**src/rtl/jse_pkg.sv**
```systemverilog
// ----------------------------------------------------------------------------
// JSON string escaper package
// Shared types, character codes and lookup functions for the escaper.
// ----------------------------------------------------------------------------
`default_nettype none

package jse_pkg;

    // Character codes used in the escaped text.
    localparam logic [7:0] CH_QUOTE  = 8'h22;
    localparam logic [7:0] CH_BSLASH = 8'h5C;
    localparam logic [7:0] CH_LOW_U  = 8'h75;
    localparam logic [7:0] CH_DIGIT0 = 8'h30;
    localparam logic [7:0] CH_SPACE  = 8'h20;
    localparam logic [7:0] CH_NUL    = 8'h00;

    // Kinds of escape sequence that the back end plays out.
    localparam logic [1:0] KIND_PLAIN   = 2'd0;  // one byte as is
    localparam logic [1:0] KIND_SHORT   = 2'd1;  // backslash plus letter
    localparam logic [1:0] KIND_UNICODE = 2'd2;  // \u00XX

    // One classified input byte, as held in the queue.
    typedef struct packed {
        logic       quote_first;  // an opening quote goes out first
        logic [1:0] kind;
        logic [7:0] data;         // plain byte, escape letter or raw control byte
    } run_t;

    // Letter of the two-character escape, or zero when there is none.
    function automatic logic [7:0] short_escape(input logic [7:0] b);
        logic [7:0] esc;
        case (b)
            8'h22:   esc = 8'h22;
            8'h5C:   esc = 8'h5C;
            8'h08:   esc = 8'h62;  // b
            8'h0C:   esc = 8'h66;  // f
            8'h0A:   esc = 8'h6E;  // n
            8'h0D:   esc = 8'h72;  // r
            8'h09:   esc = 8'h74;  // t
            default: esc = CH_NUL;
        endcase
        return esc;
    endfunction

    // Upper-case hex digit of a nibble.
    function automatic logic [7:0] hex_digit(input logic [3:0] n);
        logic [7:0] d;
        if (n < 4'd10)
        begin
            d = CH_DIGIT0 + {4'd0, n};
        end
        else
        begin
            d = 8'h37 + {4'd0, n};  // 'A' - 10
        end
        return d;
    endfunction

endpackage

`default_nettype wire

```
**src/rtl/jse_in_if.sv**
```systemverilog
// ----------------------------------------------------------------------------
// Escaper input channel
// Valid/ready channel that carries one raw string byte per transfer.
// ----------------------------------------------------------------------------
`default_nettype none

interface jse_in_if;
    logic       valid;
    logic       ready;
    logic [7:0] char_in;

    modport source (output valid, output char_in, input ready);
    modport sink   (input valid, input char_in, output ready);
endinterface

`default_nettype wire

```
**src/rtl/jse_out_if.sv**
```systemverilog
// ----------------------------------------------------------------------------
// Escaper output channel
// Valid/ready channel that carries one byte of escaped text per transfer.
// ----------------------------------------------------------------------------
`default_nettype none

interface jse_out_if;
    logic       valid;
    logic       ready;
    logic [7:0] char_out;
    logic       last_of_run;

    modport source (output valid, output char_out, output last_of_run, input ready);
    modport sink   (input valid, input char_out, input last_of_run, output ready);
endinterface

`default_nettype wire

```
**src/rtl/jse_front.sv**
```systemverilog
// ----------------------------------------------------------------------------
// Escaper front end
// Accepts raw bytes, tracks the open string and classifies each byte.
// ----------------------------------------------------------------------------
`default_nettype none

module jse_front
    import jse_pkg::*;
(
    input  wire logic clk,
    input  wire logic rst_n,
    jse_in_if.sink    src,
    input  wire logic full,
    output logic      push,
    output run_t      push_run
);

    logic       string_open_reg;
    logic       string_open_next;
    logic [7:0] esc;

    assign src.ready = !full;
    assign push      = src.valid && !full;

    always_comb
    begin
        esc                  = short_escape(src.char_in);
        push_run.quote_first = !string_open_reg;
        push_run.kind        = KIND_PLAIN;
        push_run.data        = src.char_in;
        string_open_next     = string_open_reg;

        if (src.char_in == CH_NUL)
        begin
            // Terminator: closing quote, and an opening one for an empty string.
            push_run.data = CH_QUOTE;
            if (push)
            begin
                string_open_next = 1'b0;
            end
        end
        else
        begin
            if (esc != CH_NUL)
            begin
                push_run.kind = KIND_SHORT;
                push_run.data = esc;
            end
            else if (src.char_in < CH_SPACE)
            begin
                push_run.kind = KIND_UNICODE;
            end
            if (push)
            begin
                string_open_next = 1'b1;
            end
        end
    end

    always_ff @(posedge clk or negedge rst_n)
    begin
        if (!rst_n)
        begin
            string_open_reg <= 1'b0;
        end
        else
        begin
            string_open_reg <= string_open_next;
        end
    end

endmodule

`default_nettype wire

```
**src/rtl/jse_queue.sv**
```systemverilog
// ----------------------------------------------------------------------------
// Escaper run queue
// Small FIFO of classified bytes between the front and the back end.
// ----------------------------------------------------------------------------
`default_nettype none

module jse_queue
    import jse_pkg::*;
#(
    parameter int DEPTH = 2
)
(
    input  wire logic clk,
    input  wire logic rst_n,
    input  wire logic push,
    input  wire run_t push_run,
    output logic      full,
    input  wire logic pop,
    output run_t      head_run,
    output logic      empty
);

    localparam int PTR_W = (DEPTH > 1) ? $clog2(DEPTH) : 1;
    localparam int CNT_W = $clog2(DEPTH + 1);
    localparam logic [PTR_W-1:0] LAST_PTR = PTR_W'(DEPTH - 1);
    localparam logic [CNT_W-1:0] FULL_CNT = CNT_W'(DEPTH);

    run_t             entry_reg [DEPTH];
    logic [PTR_W-1:0] wr_ptr_reg;
    logic [PTR_W-1:0] wr_ptr_next;
    logic [PTR_W-1:0] rd_ptr_reg;
    logic [PTR_W-1:0] rd_ptr_next;
    logic [CNT_W-1:0] count_reg;
    logic [CNT_W-1:0] count_next;
    logic             do_push;
    logic             do_pop;

    assign full     = (count_reg == FULL_CNT);
    assign empty    = (count_reg == '0);
    assign head_run = entry_reg[rd_ptr_reg];
    assign do_push  = push && !full;
    assign do_pop   = pop && !empty;

    always_comb
    begin
        wr_ptr_next = wr_ptr_reg;
        rd_ptr_next = rd_ptr_reg;
        count_next  = count_reg;
        if (do_push)
        begin
            wr_ptr_next = (wr_ptr_reg == LAST_PTR) ? '0 : wr_ptr_reg + 1'b1;
        end
        if (do_pop)
        begin
            rd_ptr_next = (rd_ptr_reg == LAST_PTR) ? '0 : rd_ptr_reg + 1'b1;
        end
        if (do_push && !do_pop)
        begin
            count_next = count_reg + 1'b1;
        end
        else if (do_pop && !do_push)
        begin
            count_next = count_reg - 1'b1;
        end
    end

    always_ff @(posedge clk or negedge rst_n)
    begin
        if (!rst_n)
        begin
            wr_ptr_reg <= '0;
            rd_ptr_reg <= '0;
            count_reg  <= '0;
        end
        else
        begin
            wr_ptr_reg <= wr_ptr_next;
            rd_ptr_reg <= rd_ptr_next;
            count_reg  <= count_next;
        end
    end

    always_ff @(posedge clk)
    begin
        if (do_push)
        begin
            entry_reg[wr_ptr_reg] <= push_run;
        end
    end

endmodule

`default_nettype wire

```
**src/rtl/jse_back.sv**
```systemverilog
// ----------------------------------------------------------------------------
// Escaper back end
// Plays out the bytes of each queued run into a registered output stage.
// ----------------------------------------------------------------------------
`default_nettype none

module jse_back
    import jse_pkg::*;
(
    input  wire logic clk,
    input  wire logic rst_n,
    input  wire logic empty,
    input  wire run_t head_run,
    output logic      pop,
    jse_out_if.source dst
);

    logic [2:0] idx_reg;
    logic [2:0] idx_next;
    logic       out_valid_reg;
    logic       out_valid_next;
    logic [7:0] char_reg;
    logic       last_reg;
    logic [2:0] body_len;
    logic [2:0] quote_len;
    logic [2:0] total_len;
    logic [2:0] pos;
    logic [7:0] cur_byte;
    logic       is_last;
    logic       load;

    assign dst.valid       = out_valid_reg;
    assign dst.char_out    = char_reg;
    assign dst.last_of_run = last_reg;

    always_comb
    begin
        quote_len = {2'b00, head_run.quote_first};
        case (head_run.kind)
            KIND_SHORT:   body_len = 3'd2;
            KIND_UNICODE: body_len = 3'd6;
            default:      body_len = 3'd1;
        endcase
        total_len = quote_len + body_len;
        pos       = idx_reg - quote_len;
        is_last   = (idx_reg == total_len - 3'd1);

        if (head_run.quote_first && idx_reg == 3'd0)
        begin
            cur_byte = CH_QUOTE;
        end
        else
        begin
            case (head_run.kind)
                KIND_SHORT:
                begin
                    cur_byte = (pos == 3'd0) ? CH_BSLASH : head_run.data;
                end
                KIND_UNICODE:
                begin
                    case (pos)
                        3'd0:    cur_byte = CH_BSLASH;
                        3'd1:    cur_byte = CH_LOW_U;
                        3'd4:    cur_byte = hex_digit(head_run.data[7:4]);
                        3'd5:    cur_byte = hex_digit(head_run.data[3:0]);
                        default: cur_byte = CH_DIGIT0;
                    endcase
                end
                default:
                begin
                    cur_byte = head_run.data;
                end
            endcase
        end

        // The output stage takes a new byte when it is empty or being drained.
        load = !empty && (!out_valid_reg || dst.ready);
        pop  = load && is_last;

        idx_next = idx_reg;
        if (load)
        begin
            idx_next = is_last ? 3'd0 : idx_reg + 3'd1;
        end

        if (load)
        begin
            out_valid_next = 1'b1;
        end
        else if (dst.ready)
        begin
            out_valid_next = 1'b0;
        end
        else
        begin
            out_valid_next = out_valid_reg;
        end
    end

    always_ff @(posedge clk or negedge rst_n)
    begin
        if (!rst_n)
        begin
            idx_reg       <= 3'd0;
            out_valid_reg <= 1'b0;
        end
        else
        begin
            idx_reg       <= idx_next;
            out_valid_reg <= out_valid_next;
        end
    end

    always_ff @(posedge clk)
    begin
        if (load)
        begin
            char_reg <= cur_byte;
            last_reg <= is_last;
        end
    end

endmodule

`default_nettype wire

```
**src/rtl/json_string_escaper_core.sv**
```systemverilog
// ----------------------------------------------------------------------------
// JSON string escaper core
// Turns a stream of raw, zero-terminated string bytes into JSON string text.
// ----------------------------------------------------------------------------
//
//   Channel  Role   Payload                        Transfer means
//   -------  -----  -----------------------------  ------------------------
//   src      sink   char_in[7:0]                   one raw byte, zero ends
//   dst      source char_out[7:0], last_of_run     one byte of escaped text
//
// Each input byte yields one to seven output bytes (seven for a control
// byte that opens a string), and the back-end sequencer sends one output
// byte per cycle while dst is ready. Plain text therefore streams at one
// byte per cycle while src offers bytes and dst is ready.
// Reset clears the open-string flag, the queue and the output stage.
// The queue lets the front keep accepting while dst is stalled, until it
// holds QUEUE_DEPTH classified bytes.
//
`default_nettype none

module json_string_escaper_core
    import jse_pkg::*;
#(
    parameter int QUEUE_DEPTH = 2
)
(
    input  wire logic clk,
    input  wire logic rst_n,
    jse_in_if.sink    src,
    jse_out_if.source dst
);

    // Classified bytes travel from the front end through the queue to the
    // back end. The front end decides the escape kind and whether an opening
    // quote is owed; the back end expands that into the actual text.
    run_t push_run;
    run_t head_run;
    logic push;
    logic full;
    logic pop;
    logic empty;

    jse_front u_front (
        .clk      (clk),
        .rst_n    (rst_n),
        .src      (src),
        .full     (full),
        .push     (push),
        .push_run (push_run)
    );

    jse_queue #(
        .DEPTH (QUEUE_DEPTH)
    ) u_queue (
        .clk      (clk),
        .rst_n    (rst_n),
        .push     (push),
        .push_run (push_run),
        .full     (full),
        .pop      (pop),
        .head_run (head_run),
        .empty    (empty)
    );

    // The back end pops a run only when its final byte enters the output
    // register, so the last_of_run flag and the pop line up exactly.
    jse_back u_back (
        .clk      (clk),
        .rst_n    (rst_n),
        .empty    (empty),
        .head_run (head_run),
        .pop      (pop),
        .dst      (dst)
    );

endmodule

`default_nettype wire

```
**src/flat_wrapper.sv**
```systemverilog
// flat-port wrapper written by rule: the top's interface ports become plain ports
module json_string_escaper_core_flat import jse_pkg::*;
#(
    parameter int QUEUE_DEPTH = 2
)
  (clk, rst_n, src_valid, src_char_in, src_ready, dst_valid, dst_char_out, dst_last_of_run, dst_ready);
  jse_in_if src_i ();
  jse_out_if dst_i ();
  input  wire logic clk;
  input  wire logic rst_n;
  input wire logic [$bits(src_i.valid)-1:0] src_valid;
  input wire logic [$bits(src_i.char_in)-1:0] src_char_in;
  output wire logic [$bits(src_i.ready)-1:0] src_ready;
  output wire logic [$bits(dst_i.valid)-1:0] dst_valid;
  output wire logic [$bits(dst_i.char_out)-1:0] dst_char_out;
  output wire logic [$bits(dst_i.last_of_run)-1:0] dst_last_of_run;
  input wire logic [$bits(dst_i.ready)-1:0] dst_ready;
  assign src_i.valid = src_valid;
  assign src_i.char_in = src_char_in;
  assign src_ready = src_i.ready;
  assign dst_valid = dst_i.valid;
  assign dst_char_out = dst_i.char_out;
  assign dst_last_of_run = dst_i.last_of_run;
  assign dst_i.ready = dst_ready;
  json_string_escaper_core #(.QUEUE_DEPTH(QUEUE_DEPTH)) u_core (.clk(clk), .rst_n(rst_n), .src(src_i), .dst(dst_i));
endmodule
```
**config.mk**
```make
export PLATFORM = sky130hd
export DESIGN_NAME = json_string_escaper_core_flat
export DESIGN_NICKNAME = d
export VERILOG_FILES = /design/src/rtl/jse_pkg.sv /design/src/rtl/jse_in_if.sv /design/src/rtl/jse_out_if.sv /design/src/rtl/jse_front.sv /design/src/rtl/jse_queue.sv /design/src/rtl/jse_back.sv /design/src/rtl/json_string_escaper_core.sv /design/src/flat_wrapper.sv
export SDC_FILE = /design/constraint.sdc
export NUM_CORES = 1
export LEC_CHECK = 0
export BUFFER_PORTS_ARGS = -buffer_cell sky130_fd_sc_hd__buf_2
export CAP_MARGIN = 20
export CELL_PAD_IN_SITES_DETAIL_PLACEMENT = 2
export CELL_PAD_IN_SITES_GLOBAL_PLACEMENT = 2
export CORE_ASPECT_RATIO = 0.5
export CORE_MARGIN = 2
export CORE_UTILIZATION = 33
export CTS_CLUSTER_DIAMETER = 200
export DETAILED_ROUTE_END_ITERATION = 10
export PLACE_DENSITY = 0.69
export SYNTH_ARGS = -nofsm -noshare
export SYNTH_HDL_FRONTEND = slang
export SYNTH_SLANG_ARGS = --single-unit
export TNS_END_PERCENT = 100
```
**constraint.sdc**
```tcl
create_clock -name clk -period 4.4 [get_ports clk]
set_input_delay 0.22 -clock clk [delete_from_list [all_inputs] [get_ports clk]]
set_output_delay 0.22 -clock clk [all_outputs]
set_load 0.01 [all_outputs]
```
=== After elaboration in Yosys (flattened, before gate mapping) ===
Memories as Yosys holds them, arrays and structs flattened.
Index checks and enable logic that the tools add are counted.

* Bits in registers: 18
* Bits in writable memories: 22
* Logic and storage cells: 84
* Memories kept: 1

* Add/sub/neg operators: 12
* Order comparisons: 3
* Equality and inequality tests: 14
* Mux-type cells: 24
* Reductions and logical operators: 22

{| class="wikitable"
|+ Memory list
! name !! depth !! bits a word !! read ports !! clocked after Yosys merged registers in !! write ports !! RTL line !! RTL
|-
| u_core.u_queue.entry_reg || 2 || 11 || 1 || 0 || 1 || jse_queue.sv:28 || <nowiki>run_t entry_reg [DEPTH];</nowiki>
|}

{| class="wikitable"
|+ Operators by type and width
! operator !! number
|-
| 7-bit one-hot mux with 7 select lines || 1
|-
| 8-bit by 4-bit equality test with 1-bit output (second input constant) || 5
|-
| 6-bit by 4-bit adder with 7-bit output (first input constant) || 4
|-
| 7-bit one-hot mux with 4 select lines || 1
|-
| 8-bit 2-to-1 mux || 3
|-
| 8-bit one-hot mux with 2 select lines || 1
|-
| 7-bit 2-to-1 mux || 2
|-
| 2-bit 2-to-1 mux || 5
|-
| 1-bit 2-to-1 mux || 9
|-
| 8-bit by 6-bit equality test with 1-bit output (second input constant) || 1
|-
| 8-bit by 7-bit equality test with 1-bit output (second input constant) || 1
|-
| 1-bit logical AND || 8
|-
| 8-bit logical NOT || 1
|-
| 4-bit less-than comparator (second input constant) || 2
|-
| 8-bit by 6-bit less-than comparator with 1-bit output (second input constant) || 1
|-
| 8-bit nonzero test || 1
|-
| 3-bit equality test (second input constant) || 2
|-
| 1-bit logical NOT || 6
|-
| 3-bit logical NOT || 2
|-
| 3-bit one-hot mux with 2 select lines || 1
|-
| 2-bit equality test (second input constant) || 2
|-
| 2-bit nonzero test || 2
|-
| 1-bit by 3-bit adder with 3-bit output || 1
|-
| 3-bit by 1-bit adder with 3-bit output (second input constant) || 1
|-
| 11 further kinds || 12
|}

=== Longest topological paths before layout ===
An unclocked memory read counts as a cell.

* Word-level depth: 11
* Mapped depth: 15
* Depth with buffers taken out: 12

=== Hierarchy ===
From an unflattened synthesis, not the netlist that was laid out.

* Cell total of the unflattened synthesis: 221
* Area total of the unflattened synthesis: 2386.0 um^2

{| class="wikitable"
|+ By module, submodules not included
! module !! instances !! cells an instance !! area each (um^2)
|-
| jse_back || 1 || 126 || 1093.5
|-
| jse_queue || 1 || 53 || 1002.2
|-
| jse_front || 1 || 42 || 290.3
|}

=== Worst setup path before layout ===
No wires, ideal clock.

* Path kind: flip-flop to flip-flop
* Start point: register u_core.u_queue.rd_ptr_reg
* End point: register u_core.u_queue.count_reg[1]
* Data arrival time: 3066 ps
* Data required time: 4321 ps
* Setup slack: 1254 ps
* Cell stages (with the launch flop): 16
* Buffers on the path: 3
* Clock period less this slack: 3146 ps
* Cells stage by stage: dfrtp_1 buf_6 buf_2 mux2i_1 inv_1 ha_1 clkbuf_1 inv_1 ha_1 xor2_1 nor3_1 nand2_1 ha_1 xor2_1 nor2_1 xor2_1

* Longest elaborated chain between the ends: 11

{| class="wikitable"
|+ Ends and longest elaborated chain
! item !! RTL line !! RTL
|-
| from (decl) || jse_queue.sv:31 || <nowiki>logic [PTR_W-1:0] rd_ptr_reg;</nowiki>
|-
| from (signal assigned) || jse_queue.sv:78 || <nowiki>rd_ptr_reg <= rd_ptr_next;</nowiki>
|-
| memory 2 x 11 bit (*) || -- ||
|-
| 2-bit equality test / 2-bit by 1-bit equality test with 1-bit output (equally long branches) || jse_back.sv:39 || <nowiki>case (head_run.kind)</nowiki>
|-
| 3-bit one-hot mux with 2 select lines || jse_back.sv:39 ||
|-
| 1-bit by 3-bit adder with 3-bit output (*) || jse_back.sv:44 || <nowiki>total_len = quote_len + body_len;</nowiki>
|-
| 3-bit by 1-bit subtractor with 3-bit output (*) || jse_back.sv:46 || <nowiki>is_last = (idx_reg == total_len - 3'd1);</nowiki>
|-
| 3-bit equality test (*) || jse_back.sv:46 ||
|-
| named net u_core.u_back.is_last || jse_back.sv:29 || <nowiki>logic is_last;</nowiki>
|-
| 1-bit logical AND (*) || jse_back.sv:78 || <nowiki>pop = load && is_last;</nowiki>
|-
| 1-bit logical AND (*) || jse_queue.sv:42 || <nowiki>assign do_pop = pop && !empty;</nowiki>
|-
| 1-bit logical NOT || jse_queue.sv:57 || <nowiki>if (do_push && !do_pop)</nowiki>
|-
| 1-bit logical AND || jse_queue.sv:57 ||
|-
| 2-bit 2-to-1 mux / 2-bit nonzero test (equally long branches) || -- ||
|-
| to (signal assigned) || jse_queue.sv:79 || <nowiki>count_reg <= count_next;</nowiki>
|-
| to (decl) || jse_queue.sv:33 || <nowiki>logic [CNT_W-1:0] count_reg;</nowiki>
|}

Mark *: on every way through the listed nets, which the timed path passes. The rest lies on a longest branch.
A chain may end at the register's enable or synchronous reset.

=== Final worst setup path ===
Same ends and word-level chain as after synthesis.

==> impl_metrics.yaml <==
synthesis:
  synth_edf_count: 31
  synthFlopType: "edfxtp_1"
  yosysMostFrequentCell: "edfxtp_1"
  ys_seq_elements: 40
  yosysSeqAreaShare_pct: 48.9
  synthDistinctLibCells: 48
  netlist.area_leader.share_pct: 39.4
  synth_nets: 241
  avgSynthCellArea_um2: 10.8
  yosys_warnings: 0
  syn_area_um2: 2360
  yosys-top-cells-area: "edfxtp_1 (39%), dfrtp_1 (9.5%), ha_1 (5.3%), mux2i_1 (4.2%), a21oi_1 (3.4%)"
  yosysTopAreaCell: "edfxtp_1"
  netlist_top_cells_count: "edfxtp_1 (31), a21oi_1 (16), nand2_1 (16)"
  synthCells: 219
  async_reset_ff_share_pct: 22.5
route:
  vias_per_cell: 5.37
  post-route-drc-count: 0
  num_vias: 1805
  ant_nets: 0
  wl_met3_um: 193
  maxUsedRoutingLayer: "met4"
  wl_met2_um: 2920
  drt-initial-drc-count: 66
  wl_um: 6480
  wl_per_cell_um: 19.3
  firstDrtPassIters: 4
  wirelength_met1_um: 3340
power_and_ir_drop:
  power_density_nw_per_um2: 806
  p_int_w: 0.00128
  p_sw_share_pct: 42.1
  p_leak_nw: 1.06
  p_sw_w: 0.000928
  seqPwrFrac_pct: 30.0
  p_clk_share_pct: 19.0
  pwr-share-comb_pct: 50.9
  peakVddDrop_mv: 0.230
global_routing:
  grt_max_degree: 26
  overflow: 0
  antenna_found_initial: 0
  track_usage_pct: 17.8
  grt_pass1_vias: 1921
  grt_pass1_wl_um: 10700
sta:
  setup_tns_ps: 0
  skew_ps: 3.52
  tightest_slew_ps: 1000
  slew_headroom_pct: 33.2
  min_period_ps: 3380
  setup_viol: 0
  finalCritPeriodShare_pct: 76.7
  hold_viol: 0
  rsz0062_at_grt: "false"
  setup_slack_ps: 1020
  fmax_mhz: 296
  maxSlewViolCount: 0
worst_setup_path:
  cp-end-kind: "flip-flop"
  path_max_fanout: 10
  critPathTopFamily: "adder cells"
  cp_data_arrival_time_ps: 3580
  path_cells: "mux2i_1 > inv_1 > ha_1 > inv_1 > ha_1 > xor2_1 > nor3_1 > nand2_1 > ha_1 > xor2_1 > nor2_1 > xor2_1"
  worst_setup_path_start_kind: "flip-flop"
  reg2reg_depth: 12
  crit_slowest_cell: "nor3_1"
  cpPeakStageDelay_ps: 530
  crit_type: "flip-flop to flip-flop"
  reg2reg_to: "u_core.u_queue.count_reg[1]"
  r2r_start: "u_core.u_queue.rd_ptr_reg"
  r2r_slack_ps: 1020
  worstPathRequired_ps: 4600
  crit_buf_inv: 2
layout:
  fillCellCount: 725
  nets: 265
  seqCellArea_um2: 1160
  area_delta_synth_final_pct: 15.8
  diodes: 0
  drive_gt1_share_pct: 16.4
  multi_input_area_um2: 1120
  largest_register_ffs: 22
floorplanning:
  core_um2: 6810
  die_h_um: 63.8
  start_util_pct: 34.7
  core.rowCount: 21
  fp.dieW_um: 124
  num_io_pins: 23
  dieArea_um2: 7900
clock_network:
  postCtsSetupRepairBufs: 0
  root_buffer: "clkbuf_16"
  tritoncts: "yes"
  htree_levels: 2
  clock_sinks: 40
  clkLatencyLatePin_ps: 280
  cts_made_buffers: 5
  clockBufferDepth: 2
  clk_pin_slew_ps: 60
min_path:
  min_path_cells: 3
  holdCritStartpoint: "dst_ready"
  hp-class: "input pin to flip-flop"
  holdPathEnd: "u_core.u_back.dst.valid"
placement:
  pre_cts_slack_ps: 1080
  hpwl_um: 4940
  gp_congestion: 0.786
  io_buffers: 22
run_status:
  outcome: "finished clean"
run:
  drv_cap: 0
-- timing repair --
| item | 4_1_cts | 5_1_grt |
|---|---|---|
| resized for setup | 0 | 0 |
| hold buffers | 1 | 0 |
| hold endpoints to repair | 9 | 0 |
-- power by group through the flow --
| stage | Clock, W | Combinational [W] | Sequential, W |
|---|---|---|---|
| after floorplan | 0 | 0.000786 | 0.000669 |
| after global placement | 0 | 0.00106 | 0.000663 |
| after detailed placement | 0 | 0.00110 | 0.000674 |
| after CTS | 0.000424 | 0.00113 | 0.000667 |
| after global routing | 0.000441 | 0.00126 | 0.000679 |
| final | 0.000420 | 0.00112 | 0.000663 |
-- metrics by stage --
step	instances	hold WS (ps)	cell area, µm²	total power (W)	utilization [%]
finish	336	217	2740	0.00221	40.2
global route	336	243	2740	0.00238	40.2
CTS	336	219	2740	0.00222	40.2
detailed placement	327	99.1	2560	0.00178	37.6
global placement	327	87.4	2560	0.00172	37.6
floorplan	219	-75.6	2360	0.00145	-
-- worst register-to-register path, cell delays in order, from the launching register on --
cell and delay, ps:
dfrtp_1 400, mux2i_1 270, inv_1 90, ha_1 480, inv_1 120, ha_1 320
xor2_1 170, nor3_1 530, nand2_1 220, ha_1 270, xor2_1 140, nor2_1 110
xor2_1 190
-- layer usage --
layer  track usage (%)  vias to the layer above
met4              3.41                        0
met5                 0                        -
met3              3.39                        4
met1              25.4                      891
li1                  -                      878
met2              28.4                       32
-- cell type report --
type                    count  area share, %
flip-flops and latches     40           42.2
well taps                  92           4.21
clock inverters             3           1.55
multi-input cells         160           41.1
repair buffers             24           4.66
clock buffers               5           4.57
inverters                  12           1.65
-- cell usage in the layout, fill, tap and decap left out, types with 2 or more instances in the layout --
cell       instances
o41ai_1            2
xnor2_1            3
mux2i_1           10
o22a_1             2
o22ai_1            3
a31oi_1            2
or3_4              2
clkbuf_16          5
o221ai_1           3
a211oi_1           6
o21bai_1           2
dfrtp_1            9
and2_1             4
nand2b_1           5
nand2_1           16
a21oi_1           16
nor2_1            12
o21ai_0           13
nor2b_1            3
inv_1             12
or2_2              2
nor3_1             5
a2111oi_0          3
xor2_1             8
and3_1             3
ha_1              10
edfxtp_1          31
o31a_1             2
buf_2             22
nand3_1            4
mux2_2             3
-- how the worst max path moves through the flow --
stage                               from                     endpoint  slack [ps]  depth (start not counted)
2_1_floorplan  u_core.u_queue.rd_ptr_reg  u_core.u_queue.count_reg[1]        1250                         15
3_3_place_gp   u_core.u_queue.rd_ptr_reg  u_core.u_queue.count_reg[1]        1380                         12
3_5_place_dp   u_core.u_queue.rd_ptr_reg  u_core.u_queue.count_reg[1]        1080                         12
4_1_cts        u_core.u_queue.rd_ptr_reg  u_core.u_queue.count_reg[1]        1010                         12
5_1_grt        u_core.u_queue.rd_ptr_reg  u_core.u_queue.count_reg[1]         720                         12
6_report       u_core.u_queue.rd_ptr_reg  u_core.u_queue.count_reg[1]        1020                         12
-- cells by family after synthesis --
group | share of synthesized area, %
flops | 48.9
compound gates | 16.9
fa+ha+maj | 5.72
buf+inv | 3.49
xor+xnor | 4.08
simple gates | 14.6
mux | 6.30
Power figures use the tool's default switching activity.
